<file path="config.mk">
export PLATFORM = sky130hd
export DESIGN_NAME = drn_sqrt
export DESIGN_NICKNAME = d
export VERILOG_FILES = /design/src/hw/rtl/drn_pkg.sv /design/src/hw/rtl/drn_sqrt.sv
export SDC_FILE = /design/constraint.sdc
export NUM_CORES = 1
export LEC_CHECK = 0
export BUFFER_PORTS_ARGS = -buffer_cell sky130_fd_sc_hd__buf_4
export CORE_MARGIN = 4
export CORE_UTILIZATION = 43
export CTS_BUF_LIST = sky130_fd_sc_hd__clkbuf_4
export DETAILED_ROUTE_END_ITERATION = 8
export HOLD_SLACK_MARGIN = 0.03
export PLACE_DENSITY = 0.6
export SLEW_MARGIN = 20
export SYNTH_ARGS = -nofsm -noshare
export SYNTH_HDL_FRONTEND = slang
export SYNTH_SLANG_ARGS = --single-unit
</file>
<file path="constraint.sdc">
create_clock -name clock -period 15.8 [get_ports clock]
set_input_delay 2.37 -clock clock [delete_from_list [all_inputs] [get_ports clock]]
set_output_delay 2.37 -clock clock [all_outputs]
set_load 0.005 [all_outputs]
</file>
<file path="src/hw/rtl/drn_pkg.sv">
// ----------------------------------------------------------------------------
// drn_pkg: shared constants and helpers for the discounted return normalizer
// Episode depth, datapath widths, register indexes and saturation.
// ----------------------------------------------------------------------------
package drn_pkg;

   localparam int MAX_STEPS  = 64;
   localparam int IDX_W      = $clog2(MAX_STEPS);
   localparam int CNT_W      = $clog2(MAX_STEPS + 1);
   localparam int DATA_W     = 32;
   localparam int SUM_W      = DATA_W + IDX_W + 1;
   localparam int WIDE_W     = 64;
   localparam int DIV_STEP_W = $clog2(WIDE_W + 1);
   localparam int MUL_W      = 33;
   localparam int PROD_W     = 2 * MUL_W;
   localparam int CSR_IDX_W  = 8;

   localparam logic [15:0] DISCOUNT_RESET = 16'd64880;

   localparam logic [CSR_IDX_W-1:0] CSR_DISCOUNT   = 8'd0;
   localparam logic [CSR_IDX_W-1:0] CSR_NORM_EN    = 8'd1;

   function automatic logic [DATA_W-1:0] sat32(input logic signed [PROD_W-1:0] x);
      logic [DATA_W-1:0] r;
      if (x > $signed({{(PROD_W-DATA_W+1){1'b0}}, {(DATA_W-1){1'b1}}})) begin
         r = {1'b0, {(DATA_W-1){1'b1}}};
      end else if (x < $signed({{(PROD_W-DATA_W+1){1'b1}}, {(DATA_W-1){1'b0}}})) begin
         r = {1'b1, {(DATA_W-1){1'b0}}};
      end else begin
         r = x[DATA_W-1:0];
      end
      return r;
   endfunction

endpackage

</file>
<file path="src/hw/rtl/drn_sqrt.sv">
// ----------------------------------------------------------------------------
// drn_sqrt: iterative integer square root
// Floor root of a 64 bit value, one result bit per cycle.
// ----------------------------------------------------------------------------
module drn_sqrt (
   input  logic                          clock,
   input  logic                          reset,
   input  logic                          start,
   input  logic [drn_pkg::WIDE_W-1:0]    value,
   output logic [drn_pkg::DATA_W-1:0]    root,
   output logic                          done
);

   logic [drn_pkg::WIDE_W-1:0] v_ff, res_ff, bit_ff;
   logic [drn_pkg::WIDE_W-1:0] trial;
   logic                       run_ff;
   logic                       done_ff;

   assign trial = res_ff + bit_ff;

   always_ff @(posedge clock) begin
      if (reset) begin
         run_ff  <= 1'b0;
         done_ff <= 1'b0;
      end else begin
         done_ff <= 1'b0;
         if (start) begin
            run_ff <= 1'b1;
            v_ff   <= value;
            res_ff <= '0;
            bit_ff <= {2'b01, {(drn_pkg::WIDE_W-2){1'b0}}};
         end else if (run_ff) begin
            if (v_ff >= trial) begin
               v_ff   <= v_ff - trial;
               res_ff <= (res_ff >> 1) + bit_ff;
            end else begin
               res_ff <= res_ff >> 1;
            end
            bit_ff <= bit_ff >> 2;
            if (bit_ff[0]) begin
               run_ff  <= 1'b0;
               done_ff <= 1'b1;
            end
         end
      end
   end

   assign root = res_ff[drn_pkg::DATA_W-1:0];
   assign done = done_ff;

endmodule

</file>
==> metrics.md <==
| Metric | Value |
|---|---|
| Status | finished clean |
| Min-delay src | run_ff$_SDFF_PP0_ |
| Post-synth top area share | 30.1% |
| Final worst slack | 8.86 ns |
| I/O Buffers | 99 |
| Drt drc | 0 |
| Clock share of power | 16.2% |
| Internal Power | 991 uW |
| Setup Skew | 0.0271 ns |
| DP Area | 16,800 um^2 |
| Slew HR | 37.9% |
| Io pins | 100 |
| Switching share of power | 44.2% |
| Post-CTS setup buffers | 0 |
| Gpl congestion | 0.935 |
| Detailed Route WL | 48.3 mm |
| Die height | 201 um |
| Pre-antenna DRT Iters | 5 |
| Post-synth EDFFs | 160 |
| Total gr overflow | 0 |
| CP arrival | 7.25 ns |
| Crit share post-route | 43.9% |
| Largest net degree at the start of global routing | 89 |
| Vias | 14,500 |
| Flops & latches, synth | 162 |
| Max Cap Viol | 0 |
| First-pass GRT wire length | 76.2 mm |
| YS warnings | 0 |
| Die Width | 201 um |
| # clock sinks | 162 |
| Critical Path Fanout Max | 64 |
| Reg2Reg Launch Point | res_ff[2]$_SDFFCE_PP0P_ |
| Maximum buffer depth of the clock tree | 2 |
| Initial antenna violation count | 1 |
| Worst-Skew Late Latency | 0.68 ns |
| Vias per inst | 6.10 |
| Switching Power | 784 uW |
| Tightest Pin Transition | 0.932 ns |
| Avg Inst Size Synth | 8.45 um^2 |
| Clock period minus worst slack | 6.94 ns |
| CP Launch Type | flop |
| # placed instances | 2,349 |
| Fin Setup TNS | 0 ns |
| TritonCTS Buffers | 17 |
| Vias in the first global route | 14,000 |
| Post-DP HPWL | 36.8 mm |
| Pwr/cell area | 104 nW/um^2 |
| Wire length per cell | 20.3 um |
| Most frequent cell after synthesis | nand2_1 |
| Area grow syn2layout | 7.19% |
| Endpoints failing setup | 0 |
| Post-Layout Cell Count | 2,383 |
| Root buffer cell | clkbuf_4 |
| ANT nets after route | 0 |
| Post-synth ARST share | 0% |
| Max Slew Vio Count | 0 |
| Starting DRT DRC Count | 1,196 |
| Fill count | 3,611 |
| Cell taking the most area after synthesis | edfxtp_1 |
| Hold Path Stages | 1 |
| RSZ-0062 raised after global routing | false |
| Final Hold Fails | 0 |
| Initial Util | 43.6% |
| Die ar. | 40,300 um^2 |
| Final nets | 2,099 |
| Core Region | 36,600 um^2 |
| Leakage power | 6.45 nW |
| Peak VDD IR | 0.0581 mV |
| Top_reg_cell synth | edfxtp_1 |
| GRT Overall Usage | 23.1% |
| WS Path Type | flop to flop |
| Synth unique cells | 82 |
| Worst Reg2Reg Path Length in Cells | 22 |
| Clock-pin slew on the worst setup and hold paths | 0.17 ns |
| Post-Syn Area | 16,000 um^2 |
| Final instance area | 17,100 um^2 |
| Place WS | 9.06 ns |
| Cells resized by post-CTS repair | 0 |
| Top cells by area, synth | edfxtp_1 30%, ha_1 10%, xor2_1 4.9% |
| Synth cell count leaders | 206 x nand2_1, 170 x nor2_1, 160 x edfxtp_1, 156 x o21ai_0, 130 x ha_1 |
| CTS tree | built |
| Register-to-Register Setup Slack | 8.86 ns |
| Hold Buf Count CTS | 0 |
| F_max | 144 MHz |
| Htree depth | 4 |
| Share of cells above drive strength 1 | 10.1% |
| Net Count, Synth | 2,086 |
| Hold Slack | 0.521 ns |
| CP Capture Type | flop |
| Comb power frac | 50.2% |
| Register area share after synthesis | 30.3% |
| Row count | 70 |
| Critical path required time | 16.11 ns |
| Cells after synthesis | 1,888 |
| Sequential power share | 33.6% |
| R2R Path End | v_ff[1]$_DFFE_PP_ |
| Worst hold path type | flop to flop |
| WHS Endpoint | done$_SDFF_PP0_ |
worst max-delay path: stages (launching register included):
cell      delay (ns)
edfxtp_1        0.51
ha_1            0.40
a31o_2          0.19
a31oi_1         0.16
nor4b_1         0.56
o21ai_0         0.27
a21oi_1         0.29
o211ai_1        0.19
o31ai_1         0.42
a21boi_0        0.19
xor2_1          0.18
ha_1            0.41
a21oi_1         0.30
o21bai_1        0.11
a21oi_1         0.19
o21ai_0         0.12
a221o_1         0.38
a221o_1         0.34
buf_4           0.24
nor2_2          0.17
buf_4           0.35
a21boi_4        0.09
buf_4           0.37
sequential cells by signal, indices dropped and copies added (netlist names):
name    count
bit_ff     32
done        1
run_ff      1
v_ff       64
res_ff     64
per-stage QoR:
step	power (mW)	utilization, %
global placement	1.48	45.8
finish	1.78	46.7
CTS	1.78	46.7
global route	1.90	46.7
detailed placement	1.49	45.8
floorplan	1.27	-
routing by layer:
layer	vias to the layer above	global-route usage (%)	wire, um
met2	444	40.8	23800
li1	7067	-	-
met3	86	3.65	2330
met4	0	8.04	1610
met5	-	0	0
met1	6937	28.9	20500
worst max path at each step:
stage	start	endpoint	slack, ns	cells after the start
final	res_ff[2]$_SDFFCE_PP0P_	v_ff[1]$_DFFE_PP_	8.86	22
after floorplan	start	v_ff[0]$_DFFE_PP_	3.31	5
after global routing	res_ff[2]$_SDFFCE_PP0P_	res_ff[60]$_SDFFCE_PP0P_	8.54	22
after global placement	res_ff[8]$_SDFFCE_PP0P_	v_ff[10]$_DFFE_PP_	9.16	20
after CTS	res_ff[8]$_SDFFCE_PP0P_	v_ff[9]$_DFFE_PP_	9.04	20
after detailed placement	res_ff[8]$_SDFFCE_PP0P_	v_ff[13]$_DFFE_PP_	9.06	20
cells in the final DEF, fill, tap and decap left out, types with 59 or more instances in the layout:
cell,Yosys,routed
xnor2_1,69,69
ha_1,130,130
nor2_1,170,169
o21ai_0,156,156
a31oi_1,59,59
edfxtp_1,160,160
a21oi_1,118,118
nand2_1,206,206
xor2_1,90,90
buf_4,34,107
power groups by stage:
stage / clock network [mW] / logic (mW) / registers (mW)
2_1_floorplan: 0 / 0.687 / 0.583
3_3_place_gp: 0 / 0.876 / 0.606
3_5_place_dp: 0 / 0.882 / 0.606
4_1_cts: 0.294 / 0.887 / 0.597
5_1_grt: 0.308 / 0.993 / 0.602
6_report: 0.288 / 0.891 / 0.597
logic make-up (layout without fill, tap and decap cells):
kind of cell               after synthesis  after routing  share of synthesized area, %
xor gates and xnor gates               159            159                          8.72
DFF                                    162            162                          30.3
and+or+nand+nor                        660            660                          19.7
muxes                                    5              5                         0.345
other                                    0              1                             0
adders and majority gates              131            131                          10.3
AOI/OAI and AO/OA                      616            616                          25.9
buffers and inverters                  155            181                          4.69
cell type report:
type                    count  area (um^2)  share of cell area [%]
clock buffers              17          128                   0.746
repair buffers            109          835                    4.88
flip-flops and latches    162         4840                    28.3
diodes                      1         2.50                  0.0146
well taps                 468          586                    3.42
clock inverters            15          176                    1.03
multi-input cells        1571        10400                    60.7
inverters                  40          150                   0.878
Note: power is estimated with default switching activity, not from simulation.
