[src/hw/rtl/drn_pkg.sv]
// ----------------------------------------------------------------------------
// drn_pkg: shared constants and helpers for the discounted return normalizer
// Episode depth, datapath widths, register indexes and saturation.
// ----------------------------------------------------------------------------
package drn_pkg;

   localparam int MAX_STEPS  = 64;
   localparam int IDX_W      = $clog2(MAX_STEPS);
   localparam int CNT_W      = $clog2(MAX_STEPS + 1);
   localparam int DATA_W     = 32;
   localparam int SUM_W      = DATA_W + IDX_W + 1;
   localparam int WIDE_W     = 64;
   localparam int DIV_STEP_W = $clog2(WIDE_W + 1);
   localparam int MUL_W      = 33;
   localparam int PROD_W     = 2 * MUL_W;
   localparam int CSR_IDX_W  = 8;

   localparam logic [15:0] DISCOUNT_RESET = 16'd64880;

   localparam logic [CSR_IDX_W-1:0] CSR_DISCOUNT   = 8'd0;
   localparam logic [CSR_IDX_W-1:0] CSR_NORM_EN    = 8'd1;

   function automatic logic [DATA_W-1:0] sat32(input logic signed [PROD_W-1:0] x);
      logic [DATA_W-1:0] r;
      if (x > $signed({{(PROD_W-DATA_W+1){1'b0}}, {(DATA_W-1){1'b1}}})) begin
         r = {1'b0, {(DATA_W-1){1'b1}}};
      end else if (x < $signed({{(PROD_W-DATA_W+1){1'b1}}, {(DATA_W-1){1'b0}}})) begin
         r = {1'b1, {(DATA_W-1){1'b0}}};
      end else begin
         r = x[DATA_W-1:0];
      end
      return r;
   endfunction

endpackage

[src/hw/rtl/drn_store.sv]
// ----------------------------------------------------------------------------
// drn_store: episode store
// One write port and one read port with registered read data.
// ----------------------------------------------------------------------------
module drn_store (
   input  logic                          clock,
   input  logic                          wr_en,
   input  logic [drn_pkg::IDX_W-1:0]     wr_addr,
   input  logic [drn_pkg::DATA_W-1:0]    wr_data,
   input  logic                          rd_en,
   input  logic [drn_pkg::IDX_W-1:0]     rd_addr,
   output logic [drn_pkg::DATA_W-1:0]    rd_data
);

   logic [drn_pkg::DATA_W-1:0] mem_ff [drn_pkg::MAX_STEPS];
   logic [drn_pkg::DATA_W-1:0] rd_data_ff;

   always_ff @(posedge clock) begin
      if (wr_en) begin
         mem_ff[wr_addr] <= wr_data;
      end
      if (rd_en) begin
         rd_data_ff <= mem_ff[rd_addr];
      end
   end

   assign rd_data = rd_data_ff;

endmodule

[config.mk]
export PLATFORM = sky130hd
export DESIGN_NAME = drn_store
export DESIGN_NICKNAME = d
export VERILOG_FILES = /design/src/hw/rtl/drn_pkg.sv /design/src/hw/rtl/drn_store.sv
export SDC_FILE = /design/constraint.sdc
export NUM_CORES = 2
export LEC_CHECK = 0
export BUFFER_PORTS_ARGS = -buffer_cell sky130_fd_sc_hd__buf_4
export CORE_MARGIN = 2
export CORE_UTILIZATION = 45
export DETAILED_ROUTE_END_ITERATION = 16
export GPL_ROUTABILITY_DRIVEN = 0
export HOLD_SLACK_MARGIN = 0.08
export PLACE_DENSITY = 0.65
export SLEW_MARGIN = 25
export SYNTH_ARGS = -nofsm -noshare
export SYNTH_HDL_FRONTEND = slang
export SYNTH_SLANG_ARGS = --single-unit
[constraint.sdc]
create_clock -name clock -period 5.1 [get_ports clock]
set_clock_uncertainty 0.15 [all_clocks]
set_input_delay 0.765 -clock clock [delete_from_list [all_inputs] [get_ports clock]]
set_output_delay 0.765 -clock clock [all_outputs]
set_load 0.005 [all_outputs]
==> run_results.csv <==
group,metric,value,unit
grt,grt_max_degree,65,
worst_setup_path,ff2ff_path_depth,4,
worst_setup_path,critical_path_arrival,3760,ps
worst_setup_path,path_cells,"buf_8, buf_12, mux4_2, mux4_2, o22ai_1, nor2_1",
yosys,synth.top_cell.area_share,79.23,%
worst_setup_path,critical_path_class,"primary input to register",
final_layout,multi_input_area,0.01597,mm2
timing,slew_headroom,31.11,%
yosys,synth-warning-count,0,
power,leakage,27.75,nW
yosys,ys_ff_latch,2080,
clocking,post_cts_buffers,0,
drt,drt_wl_total,203400,um
clocking,clock_sinks,2080,
yosys,synth_top_area_cell,"edfxtp_1",
drt,drtIter0Drc,5041,
clocking,tritoncts,"done",
clocking,clock_path_buffers,3,
yosys,synth_enable_flop_cells,2080,
hold_path,hold_path_class,"primary input to register",
grt,grt_pass1_wl,286000,um
yosys,async_reset_ff_share,0,%
timing,finalSetupViolCount,0,
grt,grt_pass1_vias,37279,
status,status,"completed",
timing,timing.hold.ws,358.1,ps
flow_run,drv_cap,0,
clocking,ctsResizeCount,0,
timing,max_freq,0.2969,GHz
floorplan,die_h,422.6,um
worst_setup_path,critPathMaxFanout,36,
worst_setup_path,cp_data_required_time,5490,ps
final_layout,stdcell_area,0.08967,mm2
worst_setup_path,crit_path_top_delay_cell,"o22ai_1",
power,power_density,390.1,mW/mm2
clocking,htree_levels,4,
worst_setup_path,worst_path_most_repeated_cell,"mux4_2",
clocking,numCtsBuffers,202,
grt,overflow,0,
placement,dpl.hpwl,113400,um
hold_path,hold_depth,1,
hold_path,holdPathEnd,"mem_ff[52][6]",
yosys,synth_area,0.07884,mm2
placement,place_area,0.08343,mm2
final_layout,stdcell_count,6079,
final_layout,layout-drive-gt1-share,30.10,%
worst_setup_path,worstSetupStartpointType,"primary input",
worst_setup_path,reg2reg_to,"rd_data[19]",
worst_setup_path,critPathMaxStageDelay,770,ps
final_layout,areaGrowthSynthToFinish,13.74,%
yosys,synth_nets,3371,
placement,dpl.cell_count,5700,
yosys,synth-main-ff-cell,"edfxtp_1",
yosys,yosysSeqAreaShare,79.23,%
drt,vias_per_cell,6.165,
yosys,syn_inst,3324,
drt,detail_route.wl_per_cell,33.46,um
worst_setup_path,path_buf_inv,2,
worst_setup_path,worstReg2RegStart,"mem_ff[11][19]",
floorplan,core,0.1740,mm2
floorplan,die-area,0.1786,mm2
worst_setup_path,critPathTopFamily,"multiplexers",
drt,route.antenna.remaining_nets,0,
clocking,ctsHoldBuffers,0,
yosys,synth.top_cells.by_area,"edfxtp_1, mux4_2, mux2i_1",
drt,route.detailed.drc,0,
hold_path,hp-start,"wr_data[6]",
floorplan,start_util,45.30,%
final_layout,ff_latch_area,0.06246,mm2
timing,drv_slew,0,
yosys,synth.distinct_cells,33,
clocking,cts_root_buffer,"clkbuf_16",
grt,grtUsageTotal,22.78,%
timing,setup-tns-final,0,ps
floorplan,num_rows,153,
floorplan,io_pins,79,
timing,rsz0062_at_grt,"false",
timing,min_period_over_period,66.04,%
clocking,path_clk_slew,60,ps
timing,finalHoldViolations,0,
grt,antenna_found_initial,15,
power,vdd_ir_drop_max,369.3,uV
floorplan,die_width,422.6,um
clocking,insertion_delay,840,ps
worst_setup_path,regToRegSetupSlack,2350,ps
timing,tightest_slew,1031,ps
worst_setup_path,cp-end-kind,"register",
drt,vias,37479,
timing,fin_crit,3368,ps
placement,portBuffers,78,
yosys,synth_area_per_cell,23.72,um2
final_layout,fin_nets,3627,
drt,dr.pass1.iters,6,
final_layout,n_fill_cell,13212,
==> power by group <==
group / total (mW) / internal, mW / switching [mW] / leakage, nW
clock network: 14.1 / 7.88 / 6.25 / 3.05
registers: 19.0 / 19.0 / 0.0678 / 18.7
logic: 1.81 / 0.660 / 1.15 / 5.97
==> metal layers <==
layer  GRT usage, %  routed length (um)  share of wire, %  vias to the layer above
met5              0                  42             0.021                        -
met4          6.339                5628               2.8                        6
met3          4.420               18950               9.3                      262
met2          35.74               97480                48                     1927
met1          32.88               81330                40                    20454
li1               -                   -                 -                    14830
==> flip-flops by register name, indices dropped and copies added, names as in the netlist <==
signal   flops
mem_ff    2048
rd_data     32
==> cells by family (layout without fill, tap and decap cells) <==
family | count (synthesis) | after routing | share of synthesized area [%]
multiplexers | 637 | 637 | 16.72
other | 0 | 3 | 0
flip-flops | 2080 | 2080 | 79.23
AO/OA/AOI/OAI | 202 | 202 | 1.666
buffers and inverters | 182 | 609 | 1.124
AND/OR/NAND/NOR | 223 | 223 | 1.260
==> per-stage QoR <==
step / setup WS [ps] / util, % / total power [mW]
finish: 1732 / 51.53 / 34.98
global route: 1718 / 51.53 / 35.90
CTS: 1707 / 51.51 / 35.18
detailed placement: 796.5 / 47.94 / 21.22
global placement: 828.7 / 47.94 / 21.19
floorplan: 1025 / - / 20.28
==> cell usage in the layout (no fill, tap or decap), types with 3 or more instances in the layout <==
cell | synthesis | layout
a311oi_1 | 8 | 8
clkbuf_1 | 74 | 42
nor2_1 | 137 | 75
edfxtp_1 | 2080 | 2080
or3b_2 | 3 | 3
clkinv_1 | 0 | 52
nor2_4 | 0 | 62
nand2b_1 | 8 | 7
bufinv_16 | 0 | 10
nor2b_1 | 15 | 15
buf_12 | 0 | 25
o32ai_1 | 4 | 4
o221ai_1 | 27 | 27
mux2i_1 | 93 | 93
a41o_1 | 4 | 4
nand3b_1 | 5 | 5
buf_8 | 0 | 3
nand2_1 | 26 | 25
inv_6 | 0 | 5
nor3_1 | 7 | 5
o22ai_1 | 84 | 84
a21oi_1 | 62 | 62
a22oi_1 | 12 | 12
clkinv_8 | 0 | 3
diode_2 | 0 | 3
clkbuf_16 | 0 | 206
or3_1 | 3 | 3
clkinv_2 | 0 | 49
mux4_2 | 544 | 544
nand3_1 | 5 | 5
clkinvlp_4 | 0 | 7
buf_4 | 25 | 204
and3_1 | 4 | 4
==> Yosys cell counts (5+ instances only) <==
| master | number |
|---|---|
| edfxtp_1 | 2080 |
| buf_1 | 21 |
| nand2_1 | 26 |
| clkbuf_1 | 74 |
| nor2_1 | 137 |
| buf_4 | 25 |
| buf_2 | 57 |
| nor3_1 | 7 |
| nand3_1 | 5 |
| o22ai_1 | 84 |
| buf_6 | 5 |
| a21oi_1 | 62 |
| mux4_2 | 544 |
| a311oi_1 | 8 |
| nand2b_1 | 8 |
| mux2i_1 | 93 |
| nor2b_1 | 15 |
| o221ai_1 | 27 |
| a22oi_1 | 12 |
| nand3b_1 | 5 |
==> how the worst max path moves through the flow <==
stage	startpoint	cells after the start	endpoint	slack, ps
after floorplan	wr_addr[3]	4	mem_ff[48][0]	1030
after global placement	rd_addr[0]	6	rd_data[19]	830
final	rd_addr[0]	6	rd_data[19]	1730
after global routing	rd_addr[0]	6	rd_data[19]	1720
after detailed placement	rd_addr[0]	6	rd_data[19]	800
after CTS	rd_addr[0]	6	rd_data[19]	1710
==> cell type report <==
type | instances | share of cell area (%)
Antenna cell | 3 | 0.008372
Clock buffer | 248 | 5.925
Clock inverter | 127 | 0.9977
Multi-Input combinational cell | 1062 | 17.81
Sequential cell | 2080 | 69.66
Tap cell | 2325 | 3.244
Timing Repair Buffer | 234 | 2.360
No activity file was read; power rests on OpenSTA's default activity.
