--- src/hw/rtl/drn_pkg.sv ---
// ----------------------------------------------------------------------------
// drn_pkg: shared constants and helpers for the discounted return normalizer
// Episode depth, datapath widths, register indexes and saturation.
// ----------------------------------------------------------------------------
package drn_pkg;

   localparam int MAX_STEPS  = 64;
   localparam int IDX_W      = $clog2(MAX_STEPS);
   localparam int CNT_W      = $clog2(MAX_STEPS + 1);
   localparam int DATA_W     = 32;
   localparam int SUM_W      = DATA_W + IDX_W + 1;
   localparam int WIDE_W     = 64;
   localparam int DIV_STEP_W = $clog2(WIDE_W + 1);
   localparam int MUL_W      = 33;
   localparam int PROD_W     = 2 * MUL_W;
   localparam int CSR_IDX_W  = 8;

   localparam logic [15:0] DISCOUNT_RESET = 16'd64880;

   localparam logic [CSR_IDX_W-1:0] CSR_DISCOUNT   = 8'd0;
   localparam logic [CSR_IDX_W-1:0] CSR_NORM_EN    = 8'd1;

   function automatic logic [DATA_W-1:0] sat32(input logic signed [PROD_W-1:0] x);
      logic [DATA_W-1:0] r;
      if (x > $signed({{(PROD_W-DATA_W+1){1'b0}}, {(DATA_W-1){1'b1}}})) begin
         r = {1'b0, {(DATA_W-1){1'b1}}};
      end else if (x < $signed({{(PROD_W-DATA_W+1){1'b1}}, {(DATA_W-1){1'b0}}})) begin
         r = {1'b1, {(DATA_W-1){1'b0}}};
      end else begin
         r = x[DATA_W-1:0];
      end
      return r;
   endfunction

endpackage

--- src/hw/rtl/drn_div.sv ---
// ----------------------------------------------------------------------------
// drn_div: restoring divider
// Unsigned 64 by 32 bit division, one quotient bit per cycle.
// ----------------------------------------------------------------------------
module drn_div (
   input  logic                          clock,
   input  logic                          reset,
   input  logic                          start,
   input  logic [drn_pkg::WIDE_W-1:0]    dividend,
   input  logic [drn_pkg::DATA_W-1:0]    divisor,
   output logic [drn_pkg::WIDE_W-1:0]    quotient,
   output logic                          done
);

   logic [drn_pkg::DATA_W-1:0]     rem_ff, rem_in;
   logic [drn_pkg::WIDE_W-1:0]     quo_ff, quo_in;
   logic [drn_pkg::DATA_W-1:0]     dsr_ff;
   logic [drn_pkg::DIV_STEP_W-1:0] cnt_ff;
   logic                           run_ff;
   logic                           done_ff;
   logic [drn_pkg::DATA_W:0]       shifted;
   logic                           fits;

   always_comb begin
      shifted = {rem_ff, quo_ff[drn_pkg::WIDE_W-1]};
      fits    = shifted >= {1'b0, dsr_ff};
      rem_in  = fits ? 32'(shifted - {1'b0, dsr_ff}) : shifted[drn_pkg::DATA_W-1:0];
      quo_in  = {quo_ff[drn_pkg::WIDE_W-2:0], fits};
   end

   always_ff @(posedge clock) begin
      if (reset) begin
         run_ff  <= 1'b0;
         done_ff <= 1'b0;
         cnt_ff  <= '0;
      end else begin
         done_ff <= 1'b0;
         if (start) begin
            run_ff <= 1'b1;
            cnt_ff <= drn_pkg::DIV_STEP_W'(drn_pkg::WIDE_W);
            rem_ff <= '0;
            quo_ff <= dividend;
            dsr_ff <= divisor;
         end else if (run_ff) begin
            rem_ff <= rem_in;
            quo_ff <= quo_in;
            cnt_ff <= cnt_ff - 1'b1;
            if (cnt_ff == drn_pkg::DIV_STEP_W'(1)) begin
               run_ff  <= 1'b0;
               done_ff <= 1'b1;
            end
         end
      end
   end

   assign quotient = quo_ff;
   assign done     = done_ff;

endmodule

--- config.mk ---
export PLATFORM = sky130hd
export DESIGN_NAME = drn_div
export DESIGN_NICKNAME = d
export VERILOG_FILES = /design/src/hw/rtl/drn_pkg.sv /design/src/hw/rtl/drn_div.sv
export SDC_FILE = /design/constraint.sdc
export NUM_CORES = 1
export LEC_CHECK = 0
export BUFFER_PORTS_ARGS = -buffer_cell sky130_fd_sc_hd__buf_2
export CAP_MARGIN = 20
export CORE_MARGIN = 4
export CORE_UTILIZATION = 30
export CTS_CLUSTER_DIAMETER = 60
export DETAILED_ROUTE_END_ITERATION = 8
export PLACE_DENSITY_LB_ADDON = 0.15
export SETUP_SLACK_MARGIN = 0.05
export SYNTH_ARGS = -nofsm -noshare
export SYNTH_HDL_FRONTEND = slang
export SYNTH_SLANG_ARGS = --single-unit
--- constraint.sdc ---
create_clock -name clock -period 7.3 [get_ports clock]
set_input_delay 1.46 -clock clock [delete_from_list [all_inputs] [get_ports clock]]
set_output_delay 1.46 -clock clock [all_outputs]
set_load 0.005 [all_outputs]
==> flow_metrics.py, run 1 <==
metrics = {
    "synth": {
        "synth_top_area_frac": 0.511,
        "yosys.area.top_type": "edfxtp_1",
        "synth_edf_count": 128,
        "syn-cell-area_sq_um": 7520,
        "seq_area_frac_synth": 0.535,
        "ys_ff_latch": 137,
        "yosysMostFrequentCell": "edfxtp_1",
        "netlist_instances": 655,
        "syn_nets": 789,
        "synthTopCellsByCount": "edfxtp_1 (128), nand2_1 (65), mux2_2 (64)",
        "async_reset_ff_frac": 0,
        "synth_area_per_cell_sq_um": 11.5,
        "synth_warnings": 0,
        "yosys-top-cells-area": "edfxtp_1 (51%), mux2_2 (9.6%), ha_1 (5.7%)",
        "ys_types": 64,
        "synth_ff_type": "edfxtp_1",
    },
    "drt": {
        "ant_nets": 0,
        "drt_iter0_drc": 298,
        "via_count": 5490,
        "via_per_inst": 4.78,
        "wl_per_cell_um": 17.1,
        "wl_um": 19600,
        "dr.pass1.iters": 5,
        "drc": 0,
    },
    "grt": {
        "grt.overflow.total": 0,
        "grt_max_degree": 70,
        "grt_pass1_vias": 5671,
        "grtUsageTotal": 0.141,
        "antenna_found_initial": 7,
        "grt_pass1_wl_um": 31200,
    },
    "hold_path": {
        "holdPathStages": 2,
        "min_path_type": "reg2reg",
        "hold_end": "cnt_ff[1]",
        "min-delay-start": "cnt_ff[1]",
    },
    "clocking": {
        "ctsHoldBuffers": 0,
        "clkTransAtPathRegs_ns": 0.07,
        "cts_num_sinks": 137,
        "cts_resized": 0,
        "cts.htree.levels": 4,
        "cts_root_buf": "clkbuf_16",
        "numCtsBuffers": 17,
        "clk_latency_ns": 0.43,
        "postCtsSetupRepairBufs": 0,
        "clockBufferDepth": 2,
        "cts_tree": "done",
    },
    "placement": {
        "io_buffer_count": 163,
        "place.gp.congestion": 0.774,
        "dp_hpwl_um": 14100,
    },
    "cells_and_area": {
        "num_antenna_cells": 0,
        "nets": 945,
        "fill_cells": 2438,
        "multi_input_comb_area_sq_um": 3200,
        "seq_area_sq_um": 4020,
        "utilization": 0.379,
        "syn_to_final_growth_pct": 23.3,
        "drive_above_1_share": 0.343,
    },
    "timing": {
        "hold_viol": 0,
        "setup_viol": 0,
        "tightest_slew_ns": 0.987,
        "slew_viol_final": 0,
        "period_share": 0.455,
        "grt_setup_unrepaired": "no",
        "fin_tns_setup_ns": 0,
        "fmax_ghz": 0.301,
        "max_slew_margin": 0.340,
        "fin_crit_ns": 3.32,
        "skew_ns": 0.00971,
    },
    "critical_path": {
        "critPathLaunchType": "register",
        "critPathRequiredTime_ns": 7.55,
        "regToRegStartpoint": "rem_ff[18]",
        "cp-end-kind": "register",
        "criticalPathCategory": "reg2reg",
        "crit_path_max_fanout": 19,
        "ff2ff_setup_slack_ns": 3.98,
        "r2r-end": "rem_ff[27]",
        "reg2reg_depth": 10,
        "critPathArrivalTime_ns": 3.57,
    },
    "die": {
        "start_util": 0.307,
        "ios": 164,
        "coreArea_sq_um": 24500,
        "die_y_um": 166,
        "die-area_sq_um": 27700,
        "die_w_um": 166,
        "num_rows": 57,
    },
    "outcome": {
        "outcome": "finished, final reports clean",
    },
    "pwr": {
        "ir_worst_vdd_v": 0.000129,
        "cellLeakagePower_uw": 0.00376,
        "p_per_area_nw_per_um2": 252,
    },
    "flow_run": {
        "maxCapViolCount": 0,
    },
}
through the flow:
| stage | hold slack [ns] | worst slack (ns) | power (uW) | instances | area (sq um) |
|---|---|---|---|---|---|
| 2_1_floorplan | 0.469 | 0.623 | 1340 | 655 | 7520 |
| 3_3_place_gp | 0.489 | 3.64 | 1490 | 1115 | 8660 |
| 3_5_place_dp | 0.495 | 3.65 | 1480 | 1115 | 8660 |
| 4_1_cts | 0.500 | 3.92 | 2370 | 1147 | 9240 |
| 5_1_grt | 0.546 | 3.66 | 2470 | 1148 | 9270 |
| 6_report | 0.499 | 3.98 | 2340 | 1148 | 9270 |
cell type report:
type | instances | area share
Clock buffer | 18 | 0.0463
Clock inverter | 14 | 0.0166
Inverter | 46 | 0.0186
Multi-Input combinational cell | 441 | 0.345
Sequential cell | 137 | 0.434
Tap cell | 324 | 0.0437
Timing Repair Buffer | 168 | 0.0958
how the worst max path moves through the flow:
stage / to / from / slack, ns / cells past startpoint
4_1_cts: rem_ff[27] / rem_ff[18] / 3.92 / 10
2_1_floorplan: quotient[0] / start / 0.62 / 4
3_3_place_gp: quotient[18] / start / 3.64 / 4
6_report: rem_ff[27] / rem_ff[18] / 3.98 / 10
5_1_grt: rem_ff[27] / rem_ff[17] / 3.66 / 10
3_5_place_dp: quotient[18] / start / 3.65 / 4
registers in the layout, indices dropped and copies added (netlist names):
name / flops
quotient: 64
cnt_ff: 7
run_ff: 1
done: 1
dsr_ff: 32
rem_ff: 32
report_power, final:
part	switching, uW	internal (uW)	leakage (uW)
Clock	385	486	0.000282
Combinational	286	212	0.00219
Sequential	31.3	939	0.00130
cell families (layout without fill, tap and decap cells):
| family | count (synthesis) | count (layout) | synth area share |
|---|---|---|---|
| AND/OR/NAND/NOR | 173 | 173 | 0.112 |
| AO/OA/AOI/OAI | 143 | 143 | 0.125 |
| flip-flops | 137 | 137 | 0.535 |
| buffers and inverters | 77 | 246 | 0.0423 |
| multiplexers | 64 | 64 | 0.0959 |
| adder cells (fa/ha/maj) | 35 | 35 | 0.0593 |
| XOR/XNOR | 26 | 26 | 0.0303 |
placed cells by master (no fill, tap or decap), types with 9 or more instances in the layout:
cell       count
inv_1         46
dfxtp_1        9
a21o_1        14
buf_2        162
xnor2_1       15
nand2_1       65
ha_1          34
mux2_2        64
nand4_1       11
nand3_1       18
a21oi_1       56
o21ai_0       13
clkbuf_16     17
edfxtp_1     128
nor2_1        35
xor2_1        11
metal layers:
layer / track usage / up-vias / routed length [um]
met2: 0.219 / 169 / 8780
met4: 0.0309 / 14 / 170
met3: 0.0664 / 24 / 1790
met5: 0 / - / 70
li1: - / 2747 / -
met1: 0.181 / 2536 / 8780
worst max-delay path: stages, from the launching register on:
cell,delay (ns)
edfxtp_1,0.40
ha_1,0.50
nand3_1,0.17
nor3_1,0.32
a31o_1,0.20
a21oi_1,0.06
o21ai_1,0.28
or3_1,0.52
buf_4,0.36
o2111ai_1,0.15
a21oi_1,0.19
Power figures use the tool's default switching activity.
==> run 2, diff against run 1 <==
Clock period 7.3 ns to 3.3 ns, I/O delays scaled along.
==> run 2 against run 1 <==
  * Via count grew 2.5%
  * Routed wire length grew 2.2%
  * First-iteration DRC count grew 16%
  * Non-clock buffer count grew 10
  * Worst hold slack lost 0.099 ns
  * Utilization grew 0.56 points
  * Cell area grew 1.5%
  * Combinational power grew 130%
  * Global-route usage grew 0.49 points
  * Cell count grew 0.87%
  * Die area is the same
  * Register-to-register slack lost 3.7 ns
==> flow_metrics.py, run 2 (synthesis results as in run 1) <==
metrics = {
    "pwr": {
        "clockPowerShare": 0.388,
        "ir_worst_vdd_v": 0.000380,
        "seqPwrFrac": 0.400,
        "p_switching_uw": 1620,
        "power.internal_uw": 3730,
        "switching_share": 0.302,
        "p_comb_frac": 0.212,
        "p_per_area_nw_per_um2": 569,
        "cellLeakagePower_uw": 0.00384,
    },
    "critical_path": {
        "r2r-end": "rem_ff[20]",
        "cpPeakStageDelay_ns": 0.53,
        "critPathSlowestCell": "or4_4",
        "reg2reg_depth": 11,
        "worstPathCellList": "inv_1 > ha_1 > fa_1 > and2b_1 > o2111ai_2 > and4_4 > or4_4 > a21oi_2 > nor3_1 > or3_1 > a21oi_1",
        "regToRegStartpoint": "quotient[63]",
        "cp-end-kind": "register",
        "ff2ff_setup_slack_ns": 0.28,
        "critPathLaunchType": "register",
        "critPathArrivalTime_ns": 3.30,
        "crit_path_max_fanout": 3,
        "critPathRequiredTime_ns": 3.58,
        "criticalPathCategory": "reg2reg",
    },
    "hold_path": {
        "hold_end": "dsr_ff[30]",
        "min-delay-start": "divisor[30]",
        "holdPathStages": 1,
        "min_path_type": "in2reg",
    },
    "grt": {
        "grt_pass1_vias": 5812,
        "grtUsageTotal": 0.146,
        "grt_max_degree": 100,
        "grt_pass1_wl_um": 32500,
        "antenna_found_initial": 3,
        "grt.overflow.total": 0,
    },
    "cells_and_area": {
        "instances_no_fill": 1158,
        "drive_above_1_share": 0.355,
        "largest_reg_flops": 64,
        "final_cell_mix": "buf_2 (162), edfxtp_1 (128), nand2_1 (65)",
        "syn_to_final_growth_pct": 25.1,
        "final_common_cell": "buf_2",
        "nets": 955,
        "utilization": 0.385,
        "num_antenna_cells": 0,
        "fill_cells": 2407,
    },
    "timing": {
        "grt_setup_unrepaired": "no",
        "setup_viol": 0,
        "tightest_slew_ns": 0.594,
        "skew_ns": 0.0135,
        "fin_ws_ns": 0.277,
        "hold_slack_ns": 0.400,
        "period_share": 0.916,
        "fin_tns_setup_ns": 0,
        "fmax_ghz": 0.331,
        "hold_viol": 0,
        "fin_crit_ns": 3.02,
        "max_slew_margin": 0.603,
        "slew_viol_final": 0,
    },
    "drt": {
        "via_count": 5626,
        "ant_nets": 0,
        "dr.pass1.iters": 4,
        "drt_iter0_drc": 345,
        "drc": 0,
        "via_per_inst": 4.86,
        "wl_um": 20000,
        "wl_per_cell_um": 17.3,
    },
    "die": {
        "num_rows": 57,
        "die_y_um": 166,
        "die_w_um": 166,
        "ios": 164,
        "start_util": 0.307,
        "die-area_sq_um": 27700,
        "coreArea_sq_um": 24500,
    },
    "outcome": {
        "outcome": "finished, final reports clean",
    },
    "clocking": {
        "cts_tree": "done",
        "postCtsSetupRepairBufs": 0,
        "clockBufferDepth": 2,
        "cts_root_buf": "clkbuf_16",
        "numCtsBuffers": 17,
        "clk_latency_ns": 0.43,
        "ctsHoldBuffers": 0,
        "cts_resized": 0,
        "cts.htree.levels": 4,
        "cts_num_sinks": 137,
        "clkTransAtPathRegs_ns": 0.07,
    },
    "placement": {
        "io_buffer_count": 163,
        "dp_hpwl_um": 14300,
        "pre_cts_ws_ns": 0.117,
        "numPlacedInstances": 1126,
        "place.gp.congestion": 0.803,
    },
    "flow_run": {
        "maxCapViolCount": 0,
    },
}
## run 2: area by class of cell
cell class / instances / area, sq um / share of cell area
Clock buffer: 17 / 425 / 0.0452
Clock inverter: 15 / 196 / 0.0209
Inverter: 46 / 173 / 0.0184
Multi-Input combinational cell: 441 / 3210 / 0.342
Sequential cell: 137 / 4020 / 0.428
Tap cell: 324 / 405 / 0.0431
Timing Repair Buffer: 178 / 968 / 0.103
## run 2: worst max path at each step
stage	startpoint	cells after the start	endpoint
2_1_floorplan	start	4	quotient[0]
3_3_place_gp	quotient[63]	11	rem_ff[30]
3_5_place_dp	quotient[63]	11	rem_ff[30]
4_1_cts	quotient[63]	11	rem_ff[30]
5_1_grt	quotient[63]	11	rem_ff[20]
6_report	quotient[63]	11	rem_ff[20]
## run 2: per-layer routing
layer  vias up  track usage  part of all wire
li1       2757            -                 -
met1      2673        0.189              0.44
met2       171        0.226              0.45
met3        19       0.0612             0.091
met4         6       0.0391             0.011
met5         -            0            0.0014
## run 2: stage by stage
stage                     cell area, sq um  total power (uW)
after floorplan                       7520              2960
after global placement                8770              3320
after detailed placement              8770              3310
after CTS                             9390              5410
after global routing                  9410              5650
final                                 9410              5350
## run 2: critical path: cells and delay by family (launching register included)
kind / cells / cell delay (ns)
simple gates: 5 / 1.38
fa+ha+maj: 2 / 0.63
compound gates: 3 / 0.45
flops: 1 / 0.37
buf+inv: 1 / 0.05
## run 2: power by group through the flow
stage	Clock, uW	Combinational (uW)	Sequential, uW
after floorplan	0	787	2170
after global placement	0	1140	2180
after detailed placement	0	1130	2180
after CTS	2120	1140	2140
after global routing	2210	1280	2160
final	2080	1140	2140
==> run 3, diff against run 2 <==
Settings changed: BUFFER_PORTS_ARGS -buffer_cell sky130_fd_sc_hd__buf_2 to -buffer_cell sky130_fd_sc_hd__buf_4, CORE_ASPECT_RATIO from default to 1.75.
==> run 3 against run 2 <==
  * Critical path type unchanged
  * Die area rose by 0.36%
  * Via count rose by 0.98%
  * Power rose by 3.2%
  * Clock-buffer cell count rose by 3
==> flow_metrics.py, run 3 (synthesis results as in run 1) <==
metrics = {
    "outcome": {
        "outcome": "finished, final reports clean",
    },
    "drt": {
        "drt_iter0_drc": 170,
        "via_per_inst": 4.92,
        "via_count": 5681,
        "wl_per_cell_um": 18.6,
        "ant_nets": 0,
        "wl_um": 21400,
        "dr.pass1.iters": 5,
        "drc": 0,
    },
    "die": {
        "start_util": 0.305,
        "die_w_um": 128,
        "ios": 164,
        "die_y_um": 217,
        "coreArea_sq_um": 24600,
        "num_rows": 76,
        "die-area_sq_um": 27800,
    },
    "timing": {
        "hold_viol": 0,
        "setup_viol": 0,
        "period_share": 0.924,
        "fin_tns_setup_ns": 0,
        "fmax_ghz": 0.328,
        "skew_ns": 0.0201,
        "fin_crit_ns": 3.05,
        "grt_setup_unrepaired": "no",
        "max_slew_margin": 0.557,
        "slew_viol_final": 0,
        "fin_ws_ns": 0.251,
        "tightest_slew_ns": 0.663,
    },
    "critical_path": {
        "cpPeakStageDelay_ns": 0.53,
        "critPathLaunchType": "register",
        "criticalPathCategory": "reg2reg",
        "critPathArrivalTime_ns": 3.32,
        "crit_path_max_fanout": 3,
        "critPathRequiredTime_ns": 3.57,
        "worstPathCellList": "inv_1 > ha_1 > fa_1 > and2b_1 > o2111ai_1 > and4_4 > or4_4 > a21oi_2 > nor3_1 > or3_1 > a21oi_1",
        "critPathSlowestCell": "or4_4",
        "cp-end-kind": "register",
    },
    "clocking": {
        "cts_tree": "done",
        "clkTransAtPathRegs_ns": 0.06,
        "ctsHoldBuffers": 0,
        "clockBufferDepth": 2,
        "cts.htree.levels": 4,
        "numCtsBuffers": 17,
        "cts_num_sinks": 137,
        "cts_root_buf": "clkbuf_16",
        "clk_latency_ns": 0.44,
    },
    "grt": {
        "grtUsageTotal": 0.157,
        "grt_util_met3": 0.0521,
        "busiest_layer": "met2",
        "grt_pass1_vias": 6184,
        "grt.overflow.total": 0,
        "grt_pass1_wl_um": 33400,
        "antenna_found_initial": 0,
        "grt_util_met2": 0.292,
        "grtUsageMet1": 0.157,
        "grt_max_degree": 62,
    },
    "flow_run": {
        "maxCapViolCount": 0,
    },
    "pwr": {
        "cellLeakagePower_uw": 0.00402,
        "p_per_area_nw_per_um2": 559,
        "ir_worst_vdd_v": 0.000312,
    },
    "cells_and_area": {
        "design_area_sq_um": 9870,
        "nets": 963,
        "num_antenna_cells": 0,
        "largest_reg_flops": 64,
        "drive_above_1_share": 0.359,
        "final_cell_mix": "buf_4 (184), edfxtp_1 (128), nand2_1 (65)",
        "final_common_cell": "buf_4",
        "syn_to_final_growth_pct": 31.4,
    },
    "placement": {
        "io_buffer_count": 163,
        "placed_area_sq_um": 9210,
        "pre_cts_ws_ns": 0.130,
        "dp_hpwl_um": 16000,
        "place.gp.congestion": 0.857,
    },
    "hold_path": {
        "min_path_type": "in2reg",
    },
}
-- run 3: changes by cell type in the layout (fill, tap and decap cells not counted), sizes merged --
cell and change:
inv -10, buf +8, bufinv +3, clkbuf +3, clkinv +2, clkinvlp +2
-- run 3: what timing repair did --
action                                  4_1_cts  5_1_grt
resized for setup                             0        4
endpoints found under the setup margin        0       10
setup buffers                                 0        0
-- run 3: through the flow --
stage	instances	hold slack (ns)	utilization	total power, uW
finish	1154	0.392	0.401	5520
global route	1154	0.371	0.401	5800
CTS	1154	0.366	0.400	5610
detailed placement	1122	0.488	0.374	3420
global placement	1122	0.481	0.374	3430
floorplan	655	0.469	-	2960
-- run 3: routing by layer --
metal  wire length, um  up-vias
li1                  -     2775
met1              7580     2712
met2             12000      169
met3              1420       25
met4               429        0
met5                 0        -
-- run 3: critical path, delay by kind of cell (launching register included) --
kind            cells  cell delay [ns]
fa+ha+maj           2             0.62
compound gates      3             0.48
simple gates        5             1.36
flops               1             0.36
buf+inv             1             0.05
-- run 3: where the power goes --
part	internal (uW)	switching, uW	total, uW
registers	2080	72.4	2150
clock network	1380	763	2140
logic	569	665	1230
-- run 3: area by class of cell --
class / count / area, sq um
Multi-Input combinational cell: 441 / 3210
Tap cell: 312 / 390
Fill cell: 2394 / 14800
Sequential cell: 137 / 4020
Timing Repair Buffer: 186 / 1420
Clock inverter: 12 / 196
Inverter: 46 / 173
Clock buffer: 20 / 457
-- run 3: path summary, 6_finish.rpt --
| path | from | end | slack (ns) | cells past startpoint |
|---|---|---|---|---|
| setup / recovery | quotient[63] | rem_ff[20] | 0.25 | 11 |
| hold reg to reg | cnt_ff[1] | cnt_ff[1] | 0.51 | 2 |
| setup reg to reg | quotient[63] | rem_ff[20] | 0.25 | 11 |
| hold / removal | divisor[13] | dsr_ff[13] | 0.39 | 1 |
